$ cat src/hdl/assert_macros.svh
// Assertion helpers for the duplicate cache. The clock is clk and the
// asynchronous active-low reset is rst_n in every module that uses them.
`ifndef ASSERT_MACROS_SVH
`define ASSERT_MACROS_SVH
`ifndef SYNTHESIS
// Condition a implies condition b in the same cycle.
`define ASSERT_IMPLIES(label, a, b) \
    label: assert property (@(posedge clk) disable iff (!rst_n) (a) |-> (b)) \
        else $error("implication check failed");
// Condition a implies condition b in the next cycle.
`define ASSERT_NEXT(label, a, b) \
    label: assert property (@(posedge clk) disable iff (!rst_n) (a) |=> (b)) \
        else $error("next-cycle check failed");
// Condition a never holds.
`define ASSERT_NEVER(label, a) \
    label: assert property (@(posedge clk) disable iff (!rst_n) !(a)) \
        else $error("forbidden condition seen");
`else
`define ASSERT_IMPLIES(label, a, b)
`define ASSERT_NEXT(label, a, b)
`define ASSERT_NEVER(label, a)
`endif
`endif

$ cat src/hdl/rrdc_pkg.sv
package rrdc_pkg;

    // Default table depth and register reset value.
    localparam int ENTRIES_DEFAULT = 64;
    localparam logic [15:0] LIFETIME_RESET = 16'd5600;

    localparam int MAC_W = 48;
    localparam int ID_W = 32;
    localparam int TIME_W = 32;
    localparam int LIFE_W = 16;

    // Register byte address bit that selects the word.
    localparam logic REG_LIFETIME = 1'b0;

    // One table slot as held in the table memory.
    typedef struct packed {
        logic              valid;
        logic [TIME_W-1:0] stamp;
        logic [ID_W-1:0]   request_id;
        logic [MAC_W-1:0]  mac;
    } entry_t;

    // Verdict of the compare unit on one slot.
    typedef struct packed {
        logic expired;
        logic live;
        logic match;
        logic newer;
    } scan_flags_t;

    // One result item.
    typedef struct packed {
        logic table_full;
        logic accepted;
    } result_t;

    typedef enum logic [2:0] {
        ST_CLEAR,
        ST_IDLE,
        ST_SCAN,
        ST_DRAIN,
        ST_FINISH
    } state_t;

endpackage

$ cat src/hdl/rrdc_scan_unit.sv
module rrdc_scan_unit
    import rrdc_pkg::*;
(
    input  entry_t              entry,
    input  logic [MAC_W-1:0]    mac,
    input  logic [ID_W-1:0]     request_id,
    input  logic [TIME_W-1:0]   now_ms,
    input  logic [LIFE_W-1:0]   lifetime_ms,
    output scan_flags_t         flags
);

    logic [TIME_W-1:0] age;

    // Modular age of the slot, then the expiry compare.
    assign age = now_ms - entry.stamp;

    always_comb
    begin
        flags.expired = entry.valid && (age >= {{(TIME_W-LIFE_W){1'b0}}, lifetime_ms});
        flags.live    = entry.valid && !flags.expired;
        flags.match   = flags.live && (entry.mac == mac);
        flags.newer   = entry.request_id < request_id;
    end

endmodule

$ cat src/hdl/rrdc_ctrl.sv
module rrdc_ctrl
    import rrdc_pkg::*;
#(
    parameter int ENTRIES = ENTRIES_DEFAULT
)
(
    input  logic                       clk,
    input  logic                       rst_n,
    input  logic [LIFE_W-1:0]          lifetime_ms,
    input  logic                       item_valid,
    output logic                       item_ready,
    input  logic [MAC_W-1:0]           item_mac,
    input  logic [ID_W-1:0]            item_id,
    input  logic [TIME_W-1:0]          item_now,
    input  logic                       res_free,
    output logic                       res_load,
    output result_t                    res,
    output logic                       rd_en,
    output logic [$clog2(ENTRIES)-1:0] rd_addr,
    input  entry_t                     rd_data,
    output logic                       wr_en,
    output logic [$clog2(ENTRIES)-1:0] wr_addr,
    output entry_t                     wr_data,
    output state_t                     state
);

    localparam int IDX_W = $clog2(ENTRIES);
    localparam logic [IDX_W-1:0] LAST_IDX = IDX_W'(ENTRIES - 1);

    state_t            state_reg, state_next;
    logic [IDX_W-1:0]  cnt_reg, cnt_next;
    logic              pipe_vld_reg;
    logic [IDX_W-1:0]  pipe_idx_reg;
    logic              hit_found_reg, hit_found_next;
    logic              hit_newer_reg, hit_newer_next;
    logic [IDX_W-1:0]  hit_idx_reg, hit_idx_next;
    logic              free_found_reg, free_found_next;
    logic [IDX_W-1:0]  free_idx_reg, free_idx_next;
    logic [MAC_W-1:0]  mac_reg;
    logic [ID_W-1:0]   id_reg;
    logic [TIME_W-1:0] now_reg;
    logic              accept;
    scan_flags_t       flags;
    entry_t            new_entry;

    assign accept = item_valid && (state_reg == ST_IDLE);
    assign state  = state_reg;

    // Shared compare unit, fed with one slot per cycle.
    rrdc_scan_unit u_scan (
        .entry       (rd_data),
        .mac         (mac_reg),
        .request_id  (id_reg),
        .now_ms      (now_reg),
        .lifetime_ms (lifetime_ms),
        .flags       (flags)
    );

    // Next state.
    always_comb
    begin
        state_next = state_reg;
        cnt_next   = cnt_reg;
        case (state_reg)
            ST_CLEAR:
            begin
                cnt_next = cnt_reg + 1'b1;
                if (cnt_reg == LAST_IDX)
                begin
                    state_next = ST_IDLE;
                    cnt_next   = '0;
                end
            end
            ST_IDLE:
            begin
                cnt_next = '0;
                if (accept)
                begin
                    state_next = ST_SCAN;
                end
            end
            ST_SCAN:
            begin
                cnt_next = cnt_reg + 1'b1;
                if (cnt_reg == LAST_IDX)
                begin
                    state_next = ST_DRAIN;
                    cnt_next   = '0;
                end
            end
            ST_DRAIN:
            begin
                state_next = ST_FINISH;
            end
            ST_FINISH:
            begin
                if (res_free)
                begin
                    state_next = ST_IDLE;
                end
            end
            default:
            begin
                state_next = ST_IDLE;
            end
        endcase
    end

    // Track the first live match and the first free slot as data returns.
    always_comb
    begin
        hit_found_next  = hit_found_reg;
        hit_newer_next  = hit_newer_reg;
        hit_idx_next    = hit_idx_reg;
        free_found_next = free_found_reg;
        free_idx_next   = free_idx_reg;
        if (accept)
        begin
            hit_found_next  = 1'b0;
            free_found_next = 1'b0;
        end
        else if (pipe_vld_reg)
        begin
            if (flags.match && !hit_found_reg)
            begin
                hit_found_next = 1'b1;
                hit_newer_next = flags.newer;
                hit_idx_next   = pipe_idx_reg;
            end
            if (!flags.live && !free_found_reg)
            begin
                free_found_next = 1'b1;
                free_idx_next   = pipe_idx_reg;
            end
        end
    end

    assign new_entry = '{valid: 1'b1, stamp: now_reg, request_id: id_reg, mac: mac_reg};

    // Outputs: memory ports, handshake and result.
    always_comb
    begin
        item_ready     = 1'b0;
        rd_en          = 1'b0;
        rd_addr        = cnt_reg;
        wr_en          = 1'b0;
        wr_addr        = cnt_reg;
        wr_data        = '0;
        res_load       = 1'b0;
        res.accepted   = 1'b0;
        res.table_full = 1'b0;
        case (state_reg)
            ST_CLEAR:
            begin
                wr_en = 1'b1;
            end
            ST_IDLE:
            begin
                item_ready = 1'b1;
            end
            ST_SCAN, ST_DRAIN:
            begin
                rd_en = (state_reg == ST_SCAN);
                // Drop an expired slot right after it is read.
                if (pipe_vld_reg && flags.expired)
                begin
                    wr_en         = 1'b1;
                    wr_addr       = pipe_idx_reg;
                    wr_data       = rd_data;
                    wr_data.valid = 1'b0;
                end
            end
            ST_FINISH:
            begin
                res_load = res_free;
                wr_data  = new_entry;
                if (hit_found_reg)
                begin
                    wr_en        = res_free && hit_newer_reg;
                    wr_addr      = hit_idx_reg;
                    res.accepted = hit_newer_reg;
                end
                else if (free_found_reg)
                begin
                    wr_en        = res_free;
                    wr_addr      = free_idx_reg;
                    res.accepted = 1'b1;
                end
                else
                begin
                    res.table_full = 1'b1;
                end
            end
            default:
            begin
                item_ready = 1'b0;
            end
        endcase
    end

    // Control state.
    always_ff @(posedge clk or negedge rst_n)
    begin
        if (!rst_n)
        begin
            state_reg      <= ST_CLEAR;
            cnt_reg        <= '0;
            pipe_vld_reg   <= 1'b0;
            hit_found_reg  <= 1'b0;
            free_found_reg <= 1'b0;
        end
        else
        begin
            state_reg      <= state_next;
            cnt_reg        <= cnt_next;
            pipe_vld_reg   <= (state_reg == ST_SCAN);
            hit_found_reg  <= hit_found_next;
            free_found_reg <= free_found_next;
        end
    end

    // Item and slot payload.
    always_ff @(posedge clk)
    begin
        pipe_idx_reg  <= cnt_reg;
        hit_newer_reg <= hit_newer_next;
        hit_idx_reg   <= hit_idx_next;
        free_idx_reg  <= free_idx_next;
        if (accept)
        begin
            mac_reg <= item_mac;
            id_reg  <= item_id;
            now_reg <= item_now;
        end
    end

endmodule

$ cat config.mk
export PLATFORM = sky130hd
export DESIGN_NAME = rrdc_ctrl
export DESIGN_NICKNAME = d
export VERILOG_FILES = /design/src/hdl/assert_macros.svh /design/src/hdl/rrdc_pkg.sv /design/src/hdl/rrdc_scan_unit.sv /design/src/hdl/rrdc_ctrl.sv
export SDC_FILE = /design/constraint.sdc
export NUM_CORES = 1
export LEC_CHECK = 0
export CAP_MARGIN = 0
export CORE_MARGIN = 2
export CORE_UTILIZATION = 40
export CTS_CLUSTER_SIZE = 20
export DETAILED_ROUTE_END_ITERATION = 8
export DONT_BUFFER_PORTS = 1
export MAX_ROUTING_LAYER = met4
export SLEW_MARGIN = 30
export SYNTH_ARGS = -nofsm -noshare
export SYNTH_HDL_FRONTEND = slang
export SYNTH_SLANG_ARGS = --single-unit
$ cat constraint.sdc
create_clock -name clk -period 24.3 [get_ports clk]
set_input_delay 6.075 -clock clk [delete_from_list [all_inputs] [get_ports clk]]
set_output_delay 6.075 -clock clk [all_outputs]
set_load 0.02 [all_outputs]
==> results_dict.tcl <==
set metrics [dict create \
    synth-async-reset-ratio_pct 8.39 \
    grt-ovfl-total 0 \
    io_buffers 0 \
    final_weighted_congestion_of_routability_driven_global_placement 0.887 \
    worst_skew_pair.late_latency_ps 430 \
    die_w_um 164 \
    tritoncts.num_buffers 17 \
    depth_of_the_cts_h_tree 4 \
    synth.avg_cell_area_um2 10.2 \
    drt-pass1-iter-count 5 \
    worstHoldStart "pipe_idx_reg[0]$_DFF_P_" \
    clock_tree.buffer_depth 2 \
    fin_worst_hold_slack_ps 469 \
    cellPowerDensity_mw_per_mm2 91.0 \
    totalWireLength_um 33600 \
    final_period_minus_worst_setup_slack_ps 17350 \
    cts_root_buffer "clkbuf_16" \
    number_of_global_route_vias_before_repair 8043 \
    cap_violations 0 \
    flow.area_growth_from_synthesis_pct 7.70 \
    layout.nets 1289 \
    finClkSkew_ps 18.4 \
    final_hold_vios 0 \
    synth_seq_area_share_pct 41.0 \
    critPathMaxStageDelay_ps 550 \
    synth_flop_cell "edfxtp_1" \
    path_class "in -> out" \
    critPathLaunch "rd_data[87]" \
    cp_top_family "simple AND/OR/NAND/NOR gates" \
    die_area_mm2 0.0267 \
    antenna_violating_nets_post_route 0 \
    dp_hpwl_um 25800 \
    num_rows 58 \
    final_setup_violation_count 0 \
    critical_path_top_delay_cell "nor4_1" \
    first_iter_violations 575 \
    crit_path_end_kind "output pin" \
    initial_utilization_pct 40.5 \
    maximum_net_fanout_on_the_critical_path 112 \
    largest_register_ffs 48 \
    post_drt_via_cell_ratio 6.33 \
    slew_viol_final 0 \
    cts.clk_slew.worst_paths_ps 60 \
    ios 379 \
    vias 8286 \
    post-cts-setup-buffer-count 0 \
    timing.critical_path.from_type "primary input" \
    total_of_flip_flops_plus_latches_after_synthesis 143 \
    die-height_um 164 \
    min-delay-path-class "reg -> reg" \
    drive_above_1_share_pct 5.53 \
    fmax_mhz 57.7 \
    coreArea_mm2 0.0251 \
    worst-endpoint-arrival_ps 11270 \
    setup_tns_ps 0 \
    grt_max_degree 113 \
    worst_ir_drop_vdd_mv 0.0364 \
    worstPathCellList "inv_1, ha_1, a21oi_1, o21ai_0, nor4_1, o21ai_0, xor2_1, ha_1, a21oi_1, a21boi_0, a211oi_1, nand4b_1, or4_1, nor4_4, nand3_4, buf_6, a32o_1" \
    count_of_cell_types_in_the_netlist 76 \
    reg2reg_from "now_reg[7]$_DFFE_PP_" \
    grt.total_usage_pct 25.0 \
    synth.net_count 1320 \
    worst_pin_slew_ps 978 \
    status "finished clean" \
    worst_ep_required_time_ps 18220 \
    grt_setup_unrepaired "false" \
    synth_area_mm2 0.0102 \
    tritoncts "built" \
    synth.yosys.warnings 0 \
    syn_inst 995 \
    drc_errors 0 \
    initial_antenna_violation_count 2 \
    p_leak_nw 4.13 \
    grt_pass1_wl_um 48500 \
    synth-edff-count 125 \
    slew_headroom_pct 34.8 \
    clock_sinks 143 \
    n_fill_cell 2433 \
    cts_repair_resize_count 0 \
    timing.final.crit_share_pct 71.4 \
    cts-hold-fix-buffers 0 \
    wl_per_cell_um 25.7 \
    cp_num_buf_inv 2 \
]
-- power breakdown --
part | leakage [nW] | internal, mW | switching [mW] | total (mW)
registers | 1.35 | 0.318 | 0.0393 | 0.358
logic | 2.50 | 0.121 | 0.248 | 0.369
clock network | 0.280 | 0.153 | 0.117 | 0.270
total | 4.13 | 0.592 | 0.405 | 0.997
-- cell type report --
class,instances,area [um2],share of cell area [%]
Antenna cell,2,5.00,0.0457
Clock buffer,17,425,3.88
Clock inverter,14,156,1.43
Inverter,113,429,3.92
Multi-Input combinational cell,684,5310,48.4
Sequential cell,143,4170,38.1
Tap cell,330,413,3.77
Timing Repair Buffer,5,52.6,0.479
-- synthesized netlist by cell type, drive strengths merged (7+ instances only) --
cell	count	area (um2)
o21ai	39	195
inv	112	420
a21oi	54	274
edfxtp	125	3750
a211oi	11	82.6
xnor2	38	333
a41o	7	70.1
o211ai	10	80.1
a22oi	8	60.1
a31oi	10	62.6
clkbuf	37	139
nand2b	12	75.1
a21o	20	150
dfrtp	12	300
nor2	45	169
a32o	112	1120
nand4	27	169
ha	79	988
nand2	49	184
nor3	14	70.1
o2111ai	10	87.6
nand3	13	70.1
nor2b	11	68.8
xor2	17	149
buf	18	153
-- worst paths after layout --
path,end,slack (ps),cells after the start
setup / recovery,wr_data[34],6950,17
hold / removal,hit_idx_reg[0]$_DFFE_PP_,470,0
setup reg to reg,free_idx_reg[1]$_DFFE_PP_,18450,16
hold reg to reg,hit_idx_reg[0]$_DFFE_PP_,470,0
max in group asynchronous,hit_found_reg$_DFFE_PN0P_,18880,0
min in group asynchronous,rd_addr[3]$_DFFE_PN0P_,5350,0
-- cells in the final DEF, fill, tap and decap left out, types with 17 or more instances in the layout --
cell       netlist  routed
a21o_1          20      20
a21oi_1         53      53
a32o_1         112     112
clkbuf_16        0      17
edfxtp_1       125     125
ha_1            79      79
inv_1          112     111
nand2_1         49      49
nand4_1         27      27
nor2_1          45      45
o21ai_0         38      38
xnor2_1         38      38
xor2_1          17      17
-- metrics by stage --
stage	area, um2	power [mW]	worst slack [ps]	std cells	utilization, %
finish	11000	0.997	6950	1308	43.7
global route	11000	1.05	6690	1307	43.6
CTS	11000	1.00	7030	1306	43.6
detailed placement	10400	0.730	7060	1275	41.3
global placement	10400	0.730	7080	1275	41.2
floorplan	10200	0.642	8080	995	-
-- layer usage --
layer | wire length (um) | vias up | part of all wire [%] | track usage [%]
met1 | 12700 | 4020 | 38 | 27.9
li1 | - | 3831 | - | -
met4 | 1050 | 0 | 3.1 | 9.01
met2 | 17000 | 380 | 51 | 42.1
met3 | 2940 | 55 | 8.8 | 7.82
met5 | 0 | - | 0 | -
-- cells by family after synthesis --
group	after synthesis	synth area share, %
flip-flops	143	41.0
AND/OR/NAND/NOR	212	11.1
adder cells (fa/ha/maj)	80	9.91
AO/OA/AOI/OAI	329	25.4
buffers and inverters	168	7.03
XOR/XNOR	55	4.73
multiplexers	8	0.824
(Power assumes the default switching activity.)
